===== config.mk =====
export PLATFORM = sky130hd
export DESIGN_NAME = feal4_block_cipher_core_flat
export DESIGN_NICKNAME = d
export VERILOG_FILES = /design/src/feal4_pkg.sv /design/src/feal4_if.sv /design/src/feal4_block_cipher_core.sv /design/src/feal4_round_cell.sv /design/src/feal4_out_stage.sv /design/src/flat_wrapper.sv
export SDC_FILE = /design/constraint.sdc
export NUM_CORES = 1
export LEC_CHECK = 0
export ABC_AREA = 0
export BUFFER_PORTS_ARGS = -buffer_cell sky130_fd_sc_hd__buf_2
export CAP_MARGIN = 20
export CORE_UTILIZATION = 65
export DETAILED_ROUTE_END_ITERATION = 10
export PLACE_DENSITY = 0.84
export SLEW_MARGIN = 20
export SYNTH_ARGS = -nofsm -noshare
export SYNTH_HDL_FRONTEND = slang
export SYNTH_HIERARCHICAL = 1
export SYNTH_SLANG_ARGS = --single-unit

===== constraint.sdc =====
create_clock -name clk -period 13.2 [get_ports clk]
set_input_delay 0.66 -clock clk [delete_from_list [all_inputs] [get_ports clk]]
set_output_delay 0.66 -clock clk [all_outputs]
set_load 0.005 [all_outputs]

===== src/feal4_pkg.sv =====
package feal4_pkg;

	localparam int BLOCK_W = 64;
	localparam int WORD_W = 32;
	localparam int NUM_ROUNDS = 4;
	localparam int NUM_KEYS = 6;
	localparam int CFG_IDX_W = 3;

	localparam logic [CFG_IDX_W-1:0] REG_SUBKEY_0 = 3'd0;
	localparam logic [CFG_IDX_W-1:0] REG_SUBKEY_1 = 3'd1;
	localparam logic [CFG_IDX_W-1:0] REG_SUBKEY_2 = 3'd2;
	localparam logic [CFG_IDX_W-1:0] REG_SUBKEY_3 = 3'd3;
	localparam logic [CFG_IDX_W-1:0] REG_WHITEN_L = 3'd4;
	localparam logic [CFG_IDX_W-1:0] REG_WHITEN_R = 3'd5;

	localparam logic MODE_ENCRYPT = 1'b0;
	localparam logic MODE_DECRYPT = 1'b1;

	// Both directions run the same round on a pair (p, q):
	// p' = q ^ F(p ^ k), q' = p. Encryption keeps p = right, q = left;
	// decryption keeps p = left, q = right.
	typedef struct packed {
		logic              mode;
		logic [WORD_W-1:0] p;
		logic [WORD_W-1:0] q;
	} stage_t;

	function automatic logic [7:0] mix_g(input logic [7:0] a, input logic [7:0] b,
		input logic extra);
		logic [7:0] s;
		begin
			s = a + b + {7'd0, extra};
			mix_g = {s[5:0], s[7:6]};
		end
	endfunction

	function automatic logic [WORD_W-1:0] round_fn(input logic [WORD_W-1:0] w);
		logic [7:0] b0, b1, b2, b3, o0, o1, o2, o3;
		begin
			b0 = w[31:24];
			b1 = w[23:16];
			b2 = w[15:8];
			b3 = w[7:0];
			o1 = mix_g(b1 ^ b0, b2 ^ b3, 1'b1);
			o0 = mix_g(b0, o1, 1'b0);
			o2 = mix_g(o1, b2 ^ b3, 1'b0);
			o3 = mix_g(o2, b3, 1'b1);
			round_fn = {o0, o1, o2, o3};
		end
	endfunction

endpackage


===== src/feal4_if.sv =====
interface feal4_in_if;
	import feal4_pkg::*;
	logic               valid;
	logic               ready;
	logic               mode;
	logic [BLOCK_W-1:0] block_in;
	modport source(output valid, output mode, output block_in, input ready);
	modport sink(input valid, input mode, input block_in, output ready);
endinterface

interface feal4_out_if;
	import feal4_pkg::*;
	logic               valid;
	logic               ready;
	logic [BLOCK_W-1:0] block_out;
	modport source(output valid, output block_out, input ready);
	modport sink(input valid, input block_out, output ready);
endinterface

interface feal4_cfg_if;
	import feal4_pkg::*;
	logic                 valid;
	logic                 ready;
	logic [CFG_IDX_W-1:0] index;
	logic [WORD_W-1:0]    data;
	modport source(output valid, output index, output data, input ready);
	modport sink(input valid, input index, input data, output ready);
endinterface


===== src/feal4_block_cipher_core.sv =====
// Pipeline: an accepted request passes through four round cells and then one output whitening
// register, which offers the result on the output port.
// Throughput: one block per cycle; a full cell stalls only while its successor is not ready.
// Reset (arst_n low) clears all six key registers to zero and empties the pipeline.
// The configuration port is always ready; write keys only while no block is in flight.
module feal4_block_cipher_core (
	input  logic       clk,
	input  logic       arst_n,
	feal4_in_if.sink   src,
	feal4_out_if.source dst,
	feal4_cfg_if.sink  cfg
);
	import feal4_pkg::*;

	logic [WORD_W-1:0] key_q [NUM_KEYS];

	stage_t            entry_data;
	logic [WORD_W-1:0] hi, lo, dec_r;

	logic   cell_valid [NUM_ROUNDS+1];
	logic   cell_ready [NUM_ROUNDS+1];
	stage_t cell_data  [NUM_ROUNDS+1];

	assign cfg.ready = 1'b1;

	always_ff @(posedge clk or negedge arst_n) begin
		if (!arst_n) begin
			for (int i = 0; i < NUM_KEYS; i++) begin
				key_q[i] <= '0;
			end
		end else if (cfg.valid) begin
			case (cfg.index)
				REG_SUBKEY_0: key_q[0] <= cfg.data;
				REG_SUBKEY_1: key_q[1] <= cfg.data;
				REG_SUBKEY_2: key_q[2] <= cfg.data;
				REG_SUBKEY_3: key_q[3] <= cfg.data;
				REG_WHITEN_L: key_q[4] <= cfg.data;
				REG_WHITEN_R: key_q[5] <= cfg.data;
				default: ;
			endcase
		end
	end

	// Input whitening: encryption folds the left half into the right one,
	// decryption strips the output whitening first.
	assign hi    = src.block_in[BLOCK_W-1:WORD_W];
	assign lo    = src.block_in[WORD_W-1:0];
	assign dec_r = hi ^ key_q[4];

	always_comb begin
		entry_data.mode = src.mode;
		if (src.mode == MODE_DECRYPT) begin
			entry_data.p = dec_r ^ lo ^ key_q[5];
			entry_data.q = dec_r;
		end else begin
			entry_data.p = hi ^ lo;
			entry_data.q = hi;
		end
	end

	assign cell_valid[0] = src.valid;
	assign cell_data[0]  = entry_data;
	assign src.ready     = cell_ready[0];

	for (genvar g = 0; g < NUM_ROUNDS; g++) begin : g_cell
		feal4_round_cell u_cell (
			.clk       (clk),
			.arst_n    (arst_n),
			.in_valid  (cell_valid[g]),
			.in_ready  (cell_ready[g]),
			.in_data   (cell_data[g]),
			.key_enc   (key_q[g]),
			.key_dec   (key_q[NUM_ROUNDS-1-g]),
			.out_valid (cell_valid[g+1]),
			.out_ready (cell_ready[g+1]),
			.out_data  (cell_data[g+1])
		);
	end

	feal4_out_stage u_out (
		.clk      (clk),
		.arst_n   (arst_n),
		.in_valid (cell_valid[NUM_ROUNDS]),
		.in_ready (cell_ready[NUM_ROUNDS]),
		.in_data  (cell_data[NUM_ROUNDS]),
		.whiten_l (key_q[4]),
		.whiten_r (key_q[5]),
		.dst      (dst)
	);

	a_accept_fills_first_cell: assert property (@(posedge clk) disable iff (!arst_n)
		src.valid && src.ready |=> cell_valid[1])
		else $error("accepted request did not reach the first round cell");

	a_last_cell_holds: assert property (@(posedge clk) disable iff (!arst_n)
		cell_valid[NUM_ROUNDS] && !cell_ready[NUM_ROUNDS] |=>
		cell_valid[NUM_ROUNDS] && $stable(cell_data[NUM_ROUNDS]))
		else $error("last round cell lost its block while stalled");

	a_drain_to_output: assert property (@(posedge clk) disable iff (!arst_n)
		cell_valid[NUM_ROUNDS] && !dst.valid |=> dst.valid)
		else $error("output register did not load from the last round cell");

	a_ready_when_empty: assert property (@(posedge clk) disable iff (!arst_n)
		!cell_valid[1] |-> src.ready)
		else $error("input stalled while the first round cell is empty");

endmodule


===== src/feal4_round_cell.sv =====
module feal4_round_cell (
	input  logic                        clk,
	input  logic                        arst_n,
	input  logic                        in_valid,
	output logic                        in_ready,
	input  feal4_pkg::stage_t           in_data,
	input  logic [feal4_pkg::WORD_W-1:0] key_enc,
	input  logic [feal4_pkg::WORD_W-1:0] key_dec,
	output logic                        out_valid,
	input  logic                        out_ready,
	output feal4_pkg::stage_t           out_data
);
	import feal4_pkg::*;

	logic              valid_q;
	stage_t            data_q;
	stage_t            next_data;
	logic [WORD_W-1:0] key;

	assign in_ready = !valid_q || out_ready;
	assign key = (in_data.mode == MODE_DECRYPT) ? key_dec : key_enc;

	always_comb begin
		next_data.mode = in_data.mode;
		next_data.p    = in_data.q ^ round_fn(in_data.p ^ key);
		next_data.q    = in_data.p;
	end

	always_ff @(posedge clk or negedge arst_n) begin
		if (!arst_n) begin
			valid_q <= 1'b0;
		end else if (in_ready) begin
			valid_q <= in_valid;
		end
	end

	always_ff @(posedge clk) begin
		if (in_ready && in_valid) begin
			data_q <= next_data;
		end
	end

	assign out_valid = valid_q;
	assign out_data  = data_q;

endmodule


===== src/feal4_out_stage.sv =====
module feal4_out_stage (
	input  logic                        clk,
	input  logic                        arst_n,
	input  logic                        in_valid,
	output logic                        in_ready,
	input  feal4_pkg::stage_t           in_data,
	input  logic [feal4_pkg::WORD_W-1:0] whiten_l,
	input  logic [feal4_pkg::WORD_W-1:0] whiten_r,
	feal4_out_if.source                 dst
);
	import feal4_pkg::*;

	logic               valid_q;
	logic [BLOCK_W-1:0] block_q;
	logic [BLOCK_W-1:0] next_block;

	assign in_ready = !valid_q || dst.ready;

	always_comb begin
		if (in_data.mode == MODE_DECRYPT) begin
			next_block = {in_data.p, in_data.q ^ in_data.p};
		end else begin
			next_block = {in_data.p ^ whiten_l, in_data.q ^ in_data.p ^ whiten_r};
		end
	end

	always_ff @(posedge clk or negedge arst_n) begin
		if (!arst_n) begin
			valid_q <= 1'b0;
		end else if (in_ready) begin
			valid_q <= in_valid;
		end
	end

	always_ff @(posedge clk) begin
		if (in_ready && in_valid) begin
			block_q <= next_block;
		end
	end

	assign dst.valid     = valid_q;
	assign dst.block_out = block_q;

endmodule


===== src/flat_wrapper.sv =====
// flat-port wrapper written by rule: the top's interface ports become plain ports
module feal4_block_cipher_core_flat import feal4_pkg::*;
  (clk, arst_n, src_valid, src_mode, src_block_in, src_ready, dst_valid, dst_block_out, dst_ready, cfg_valid, cfg_index, cfg_data, cfg_ready);
  feal4_in_if src_i ();
  feal4_out_if dst_i ();
  feal4_cfg_if cfg_i ();
  input  logic clk;
  input  logic arst_n;
  input wire logic [$bits(src_i.valid)-1:0] src_valid;
  input wire logic [$bits(src_i.mode)-1:0] src_mode;
  input wire logic [$bits(src_i.block_in)-1:0] src_block_in;
  output wire logic [$bits(src_i.ready)-1:0] src_ready;
  output wire logic [$bits(dst_i.valid)-1:0] dst_valid;
  output wire logic [$bits(dst_i.block_out)-1:0] dst_block_out;
  input wire logic [$bits(dst_i.ready)-1:0] dst_ready;
  input wire logic [$bits(cfg_i.valid)-1:0] cfg_valid;
  input wire logic [$bits(cfg_i.index)-1:0] cfg_index;
  input wire logic [$bits(cfg_i.data)-1:0] cfg_data;
  output wire logic [$bits(cfg_i.ready)-1:0] cfg_ready;
  assign src_i.valid = src_valid;
  assign src_i.mode = src_mode;
  assign src_i.block_in = src_block_in;
  assign src_ready = src_i.ready;
  assign dst_valid = dst_i.valid;
  assign dst_block_out = dst_i.block_out;
  assign dst_i.ready = dst_ready;
  assign cfg_i.valid = cfg_valid;
  assign cfg_i.index = cfg_index;
  assign cfg_i.data = cfg_data;
  assign cfg_ready = cfg_i.ready;
  feal4_block_cipher_core u_core (.clk(clk), .arst_n(arst_n), .src(src_i), .dst(dst_i), .cfg(cfg_i));
endmodule

Yosys cells after proc, flatten, opt, wreduce, memory -nomap -nowiden. Cells that the tools add are included.

Bits in registers: 521. Bits of input ports: 105. Word-level logic and storage cells: 104. Output and inout bits: 67.

Muxes and demuxes: 6. $add $sub $neg: 24. Reduce and logical (&&, ||, !) cells: 22. Equal/unequal tests: 5. Bitwise gates (word level): 23.

Operator list (count): XOR 32 bit (15); adder 8 bit (16); 2-to-1 mux 32 bit (4); 2-to-1 mux 64 bit (2); adder 8 x 1 -> 8 bit, second input constant (8); XOR 8 bit (8); AND reduction 2 bit (6); == test 3 x 2 -> 1 bit, second input constant (2); == test 3 bit, second input constant (2); logical AND 1 bit (5); logical NOT 1 bit (5); logical OR 1 bit (5); == test 3 x 1 -> 1 bit, second input constant (1); logical NOT 3 bit (1).

Longest topological paths before layout. Gate-level depths: netlist of the first run.

Depth after elaboration: 12. Mapped depth: 33. Gate-level depth less buffers: 32.

Cells and area by module. Netlist of the first run, hierarchy kept.

By module, submodules not included: feal4_round_cell (cells an instance 308, area each 4108.9 µm², sequential area each 1976.9 µm², instances 4); feal4_block_cipher_core (cells an instance 613, area each 8758.4 µm², sequential area each 4804.6 µm², instances 1); feal4_out_stage (cells an instance 235, area each 3520.9 µm², sequential area each 1946.9 µm², instances 1).

Worst setup path before layout of the first run. Ideal clock, no wire load.

Path type: input -> register. Start point: input port src_mode. End point: register u_core.g_cell[0].u_cell.data_q, in the netlist u_core/g_cell[0].u_cell/out_data[33] (data pin). Path slack: 6.224 ns. Setup time: 0.259 ns. Required time: 12.941 ns. Cell stages on the path: 30. Buffers on the path: 3. Data arrival time: 6.717 ns. Cell sequence: buf_6 -> buf_2 -> buf_1 -> mux2i_1 -> xor2_1 -> xnor2_1 -> ha_1 -> a21o_1 -> a21o_1 -> a31oi_1 -> maj3_1 -> o21bai_1 -> xnor2_1 -> inv_1 -> ha_1 -> a211oi_1 -> nor2_1 -> o21ai_0 -> nand2b_1 -> maj3_1 -> a21oi_1 -> xnor2_1 -> ha_1 -> a21o_1 -> a21o_1 -> a21o_1 -> a21oi_1 -> o21bai_1 -> a21oi_1 -> xnor2_1.

RTL lines: from (decl) (line flat_wrapper.sv:10) `input wire logic [$bits(src_i.mode)-1:0] src_mode;`; to (signal assigned) (line feal4_round_cell.sv:39) `data_q <= next_data;`; to (decl) (line feal4_round_cell.sv:16) `stage_t data_q;`.

==> run metrics, run 1 <==
Die Area 0.0450 sq mm; layout overhead on the synthesized area 11.2%; CTS tree yes; CTS max path bufs 3; Max stage delay cell, worst path buf_4; Syn Nets 2305; simple-gate share of the synthesized area 4.11%; RR Endpoint u_core/g_cell[3].u_cell/out_data[33]; setup repair bufs after CTS 0; first-pass GRT wire length 110000 um; unique cell type count in the Yosys netlist 39; I/O Buffers 170; worst hold path class in2async; clk slew on worst S/H paths 0.06 ns; final worst-path cycle share 66.7%; antenna viol nets, final 0; via count 17000; Synth Cell Area 0.0287 sq mm; Critical Path Sink u_core/g_cell[3].u_cell/out_data[33]; Worst-Skew Late Latency 0.61 ns; Iter 0 DRT Violations 1554; worst stage delay on the critical path 0.65 ns; FF-to-FF setup slack 4.39 ns; setup ws final 4.39 ns; Buf/Inv on CP 2; Post-Synth Adder-Cell Area 6.07%; Crit. Startpoint u_core/g_cell[2].u_cell/out_data[64]; critical path startpoint category flip-flop; Crit Path Class reg2reg; drt first pass iters 5; reg2reg path depth 28; Cells after Synth 2080; r2r startpoint u_core/g_cell[2].u_cell/out_data[64]; H-tree depth 2; core area 0.0434 sq mm; via count of the first global-routing pass 17400; element type at the critical path end flip-flop; Fin Setup TNS 0 ns; initial antenna violation count 1; Starting Density 66.2%; mean post-synth cell area 13.8 sq um; Finished Cell Area 0.0319 sq mm; grt ovf 0; worst hold slack 0.0723 ns; Worst EP required 13.54 ns; CP Max Fanout 33; share of cells above drive strength 1 23.6%; RSZ-0062 raised after global routing no; # hold bufs at CTS 0; max cap viols 0; WL/cell 25.5 um; Synth Area in Compound Gates 3.28%; Final Hold Viols 0; status complete, no violations; Worst Max-Slew Pin Slew 1.14 ns; Synth Area in XOR/XNOR 20.5%; post-cts resize count 0; gr usage total 34.0%; ANT cells 0; Vias per Instance 5.83; Root Buffer clkbuf_16; register bit total from synthesis 521; WP depth 28; worst clock skew 0.0243 ns; Rel. slew slack 23.8%; Max Clk Rate 114 MHz; clk sinks 521; Chip Width 212 um; largest family of logic cells by synthesized area XOR/XNOR gates; Post-DP Area 0.0301 sq mm; most used cell, CP a21o_1; total CTS buffers 54; total wire length 74100 um; # rows 76; nets 2502; I/O pin cnt 172; post-synthesis mux area share 12.6%; Die Ht 212 um; arrival time at the worst endpoint 9.15 ns; YS warnings 6; pre-CTS setup slack 4.56 ns; family with the most delay on the worst path compound AO/OA/AOI/OAI gates; count of final setup violators 0; hpwl dp 52400 um; # DRC 0; GP Congestion 0.994; Final Max Tran Viols 0; largest net degree at the start of global routing 74; post-synthesis sequential area ratio 51.1%; Tmin final 8.81 ns
[cells in the mapped netlist]
master    instances  area (sq um)
a21oi_1          44           220
o21ai_0          12          60.1
fa_1             16           320
mux2_4           30           450
mux2i_1         124          1240
buf_4             8          60.1
a21o_1           52           390
edfxtp_1        324          9730
mux2_2          158          1780
clkbuf_1          6          22.5
nor4b_4           1          23.8
buf_2             9          45.0
ha_1            104          1300
mux2_1            4          45.0
nand4b_1          2          17.5
maj3_1           12           120
and2_1            5          31.3
inv_1            72           270
xor2_1          208          1820
dfrtp_1         197          4930
conb_1            1          3.75
buf_6            17           191
mux2i_4           4          90.1
buf_1             9          33.8
xnor2_2          16           260
nor2_1           16          60.1
buf_12            3          60.1
nand2_1          65           244
nor2b_2          28           245
nand2b_1         28           175
nand2b_4         22           303
a211oi_1          8          60.1
nor2b_1           8          50.1
a221oi_1          4          35.0
nor4bb_1          2          20.0
a31oi_1           4          25.0
o21bai_1         20           150
nor3_2            1          10.0
xnor2_1         436          3820
[stage by stage]
| stage | instances | utilization, % |
|---|---|---|
| 5_1_grt | 2907 | 73.6 |
| 3_5_place_dp | 2806 | 69.4 |
| 3_3_place_gp | 2806 | 69.4 |
| 2_1_floorplan | 2080 | - |
| 4_1_cts | 2907 | 73.6 |
| 6_report | 2907 | 73.6 |
[routing by layer]
metal  vias up  wire (um)  part of all wire [%]  track usage [%]
met5         -          0                     0                0
met2       648      34300                    46             53.1
met4         0       1510                   2.0             8.45
met1      8642      33000                    45             50.3
li1       7572          -                     -                -
met3        96       5240                   7.1             4.79
[worst reg2reg max path, delay by kind of cell (launching register included)]
kind / cells / cell delay (ns)
compound gates: 13 / 2.82
xor+xnor: 5 / 2.32
fa+ha+maj: 5 / 1.74
buf+inv: 2 / 0.85
flops: 1 / 0.32
mux: 1 / 0.31
simple gates: 2 / 0.21
[worst min-delay path by stage]
stage | from | to | slack [ns] | depth (start not counted)
after floorplan | arst_n | u_core/g_cell[0].u_cell/out_valid | 0.36 | 0
after global placement | u_core/g_cell[1].u_cell/out_data[42] | u_core/g_cell[2].u_cell/out_data[10] | 0.45 | 0
after detailed placement | u_core/g_cell[1].u_cell/out_data[51] | u_core/g_cell[2].u_cell/out_data[19] | 0.46 | 0
after CTS | arst_n | u_core/key_q[58] | 0.08 | 1
after global routing | arst_n | u_core/key_q[19] | 0.1 | 1
final | arst_n | u_core/key_q[20] | 0.07 | 1
[registers in the layout, summed over array words and instances, names as in the netlist]
signal and cells:
u_core/key_q 192, u_core/g_cell.u_cell/out_valid 4, u_core/u_out/dst.block_out 64, u_core/g_cell.u_cell/out_data 260
u_core/u_out/dst.valid 1
[cells in the final DEF (no fill, tap or decap), types with 30 or more instances in the layout]
| cell type | n |
|---|---|
| dfrtp_1 | 197 |
| xnor2_1 | 436 |
| nand2_1 | 65 |
| clkbuf_16 | 56 |
| a21oi_1 | 44 |
| buf_2 | 168 |
| mux2_4 | 30 |
| a21o_1 | 52 |
| inv_1 | 72 |
| ha_1 | 104 |
| xor2_1 | 208 |
| mux2_2 | 158 |
| edfxtp_1 | 324 |
| mux2i_1 | 124 |
[cells by family after synthesis]
group | count (synthesis)
xor+xnor | 660
compound gates | 144
flops | 521
mux | 320
buf+inv | 124
other cells | 1
fa+ha+maj | 132
simple gates | 178
[area by class of cell]
type	instances	area [sq um]
clock inverter	35	362
inverter	72	270
timing repair buffer	193	1030
clock buffer	66	1460
multi-input combinational	1435	13400
fill	2890	11400
sequential	521	14700
tap	585	732
Power of run 1 is not shown: default switching activity piles up to over one toggle a cycle in this logic, so the estimate is an artifact.
==> inputs of run 2 (changes only) <==
--- a/config.mk
+++ b/config.mk
@@ -8,9 +8,9 @@
 export ABC_AREA = 0
 export BUFFER_PORTS_ARGS = -buffer_cell sky130_fd_sc_hd__buf_2
 export CAP_MARGIN = 20
-export CORE_UTILIZATION = 65
+export CORE_UTILIZATION = 62
 export DETAILED_ROUTE_END_ITERATION = 10
-export PLACE_DENSITY = 0.84
+export PLACE_DENSITY = 0.81
 export SLEW_MARGIN = 20
 export SYNTH_ARGS = -nofsm -noshare
 export SYNTH_HDL_FRONTEND = slang
==> constraint.sdc (replaced) <==
create_clock -name clk -period 9.04 [get_ports clk]
set_input_delay 0.452 -clock clk [delete_from_list [all_inputs] [get_ports clk]]
set_output_delay 0.452 -clock clk [all_outputs]
set_load 0.005 [all_outputs]
==> run metrics, run 2 (synthesis gave the netlist of run 1 again) <==
H-tree depth 2 (unchanged); critical path startpoint category flip-flop; Final Max Tran Viols 0 (unchanged); max cap viols 0 (unchanged); via count 16800 (-1.0%); total CTS buffers 54 (unchanged); Iter 0 DRT Violations 1300 (-16%); Worst-Skew Late Latency 0.61 ns (about the same); Register Area 0.0147 sq mm (unchanged); ANT cells 0 (unchanged); count of final setup violators 0 (unchanged); RSZ-0062 raised after global routing no; I/O pin cnt 172 (unchanged); Max stage delay cell, worst path xor2_1; # rows 78 (+2.6%); Tmin final 8.32 ns (-0.488 ns); family with the most delay on the worst path compound AO/OA/AOI/OAI gates; share of cells above drive strength 1 23.3% (-0.34 points); WL/cell 25.6 um (+0.29%); Root Buffer clkbuf_16; antenna viol nets, final 0 (unchanged); most frequent cells in the layout xnor2_1 (436), edfxtp_1 (324), xor2_1 (208); CTS tree yes; total wire length 74800 um (+0.95%); CTS max path bufs 3 (unchanged); status complete, no violations; worst hold path class in2reg; Vias per Instance 5.74 (-1.6%); drt first pass iters 5 (unchanged); # DRC 0 (unchanged); max FFs per register 260 (unchanged); Worst Max-Slew Pin Slew 1.12 ns (-0.0251 ns); fillcell total 3165 (+9.5%); element type at the critical path end flip-flop; CP Max Fanout 20 (-39%); Crit Path Class reg2reg; layout overhead on the synthesized area 11.7%; Die Ht 217 um (+2.4%); gr usage total 32.4% (-1.6 points); initial antenna violation count 0 (-1); first-pass GRT wire length 110000 um (+0.15%); Final Util 70.4% (-3.3 points); grt ovf 0 (unchanged); Die Area 0.0472 sq mm (+4.8%); clk slew on worst S/H paths 0.06 ns (about the same); multi-input logic area 0.0134 sq mm (unchanged); Rel. slew slack 25.5% (+1.7 points); nets 2505 (+0.12%); clk sinks 521 (unchanged); Final Hold Viols 0 (unchanged); Fin Setup TNS 0 ns (unchanged); largest net degree at the start of global routing 78 (+5.4%); final worst-path cycle share 92.0% (+25 points); Max Clk Rate 120 MHz (+5.9%); hpwl dp 53500 um (+2.2%); I/O Buffers 170 (unchanged); Buf/Inv on CP 2 (unchanged); worst stage delay on the critical path 0.56 ns (-0.09 ns); core area 0.0456 sq mm (+5.1%); worst clock skew 0.0135 ns (-0.0108 ns); arrival time at the worst endpoint 8.63 ns (-0.52 ns); via count of the first global-routing pass 17400 (-0.14%); Worst EP required 9.35 ns (-4.19 ns); GP Congestion 0.979 (-1.5%); commonest non-fill, non-tap cell in the layout xnor2_1; most used cell, CP a21o_1; Chip Width 217 um (+2.4%); Starting Density 63.0% (-3.2 points)
[run 2: cell types whose count changed in the layout (fill, tap and decap cells not counted), sizes merged]
| cell | delta |
|---|---|
| bufinv | +4 |
| clkbuf | +10 |
| buf | +2 |
| inv | -2 |
| clkinvlp | -12 |
| dlygate4sd3 | +1 |
| clkinv | +1 |
[run 2: final timing paths]
| check | from | cells past startpoint | slack, ns | endpoint |
|---|---|---|---|---|
| worst min-delay path | src_valid | 2 | 0.06 | u_core/g_cell[0].u_cell/out_valid |
| worst min register to register | u_core/g_cell[2].u_cell/out_data[52] | 0 | 0.47 | u_core/g_cell[3].u_cell/out_data[20] |
| worst max-delay path | u_core/g_cell[2].u_cell/out_data[64] | 28 | 0.72 | u_core/g_cell[3].u_cell/out_data[33] |
| min in group asynchronous | arst_n | 2 | 0.40 | u_core/key_q[52] |
| worst max register to register | u_core/g_cell[2].u_cell/out_data[64] | 28 | 0.72 | u_core/g_cell[3].u_cell/out_data[33] |
| max in group asynchronous | arst_n | 3 | 7.35 | u_core/key_q[69] |
[run 2: metal layers]
metal	global-route usage [%]	up-vias	wire length (um)	share of wire (%)
li1	-	7588	-	-
met1	45.9	8416	32800	44
met2	49.1	656	33400	45
met3	7.76	128	6270	8.4
met4	11.0	0	2250	3.0
met5	0	-	0	0
[run 2: cell type report]
| class | instances | share of cell area [%] |
|---|---|---|
| multi-input cells | 1435 | 41.8 |
| clock buffers | 76 | 4.76 |
| repair buffers | 196 | 3.35 |
| well taps | 600 | 2.34 |
| clock inverters | 26 | 1.17 |
| flip-flops and latches | 521 | 45.7 |
| inverters | 72 | 0.843 |
[run 2: what timing repair did]
action	CTS	global route
endpoints found under the hold margin	64	0
buffers inserted	0	0
resized for setup	0	0
hold buffers	1	0
setup endpoints to repair	0	0
[run 2: metrics by stage]
step	hold slack [ns]	cell area, sq um	setup slack (ns)	std cells
after global placement	0.453	30200	1.00	2823
after floorplan	0.156	28700	2.27	2080
after detailed placement	0.455	30200	0.916	2823
final	0.0564	32100	0.722	2926
after CTS	0.0308	32100	0.817	2926
after global routing	0.0433	32100	0.490	2926
Power of run 2 is left out for the same reason.
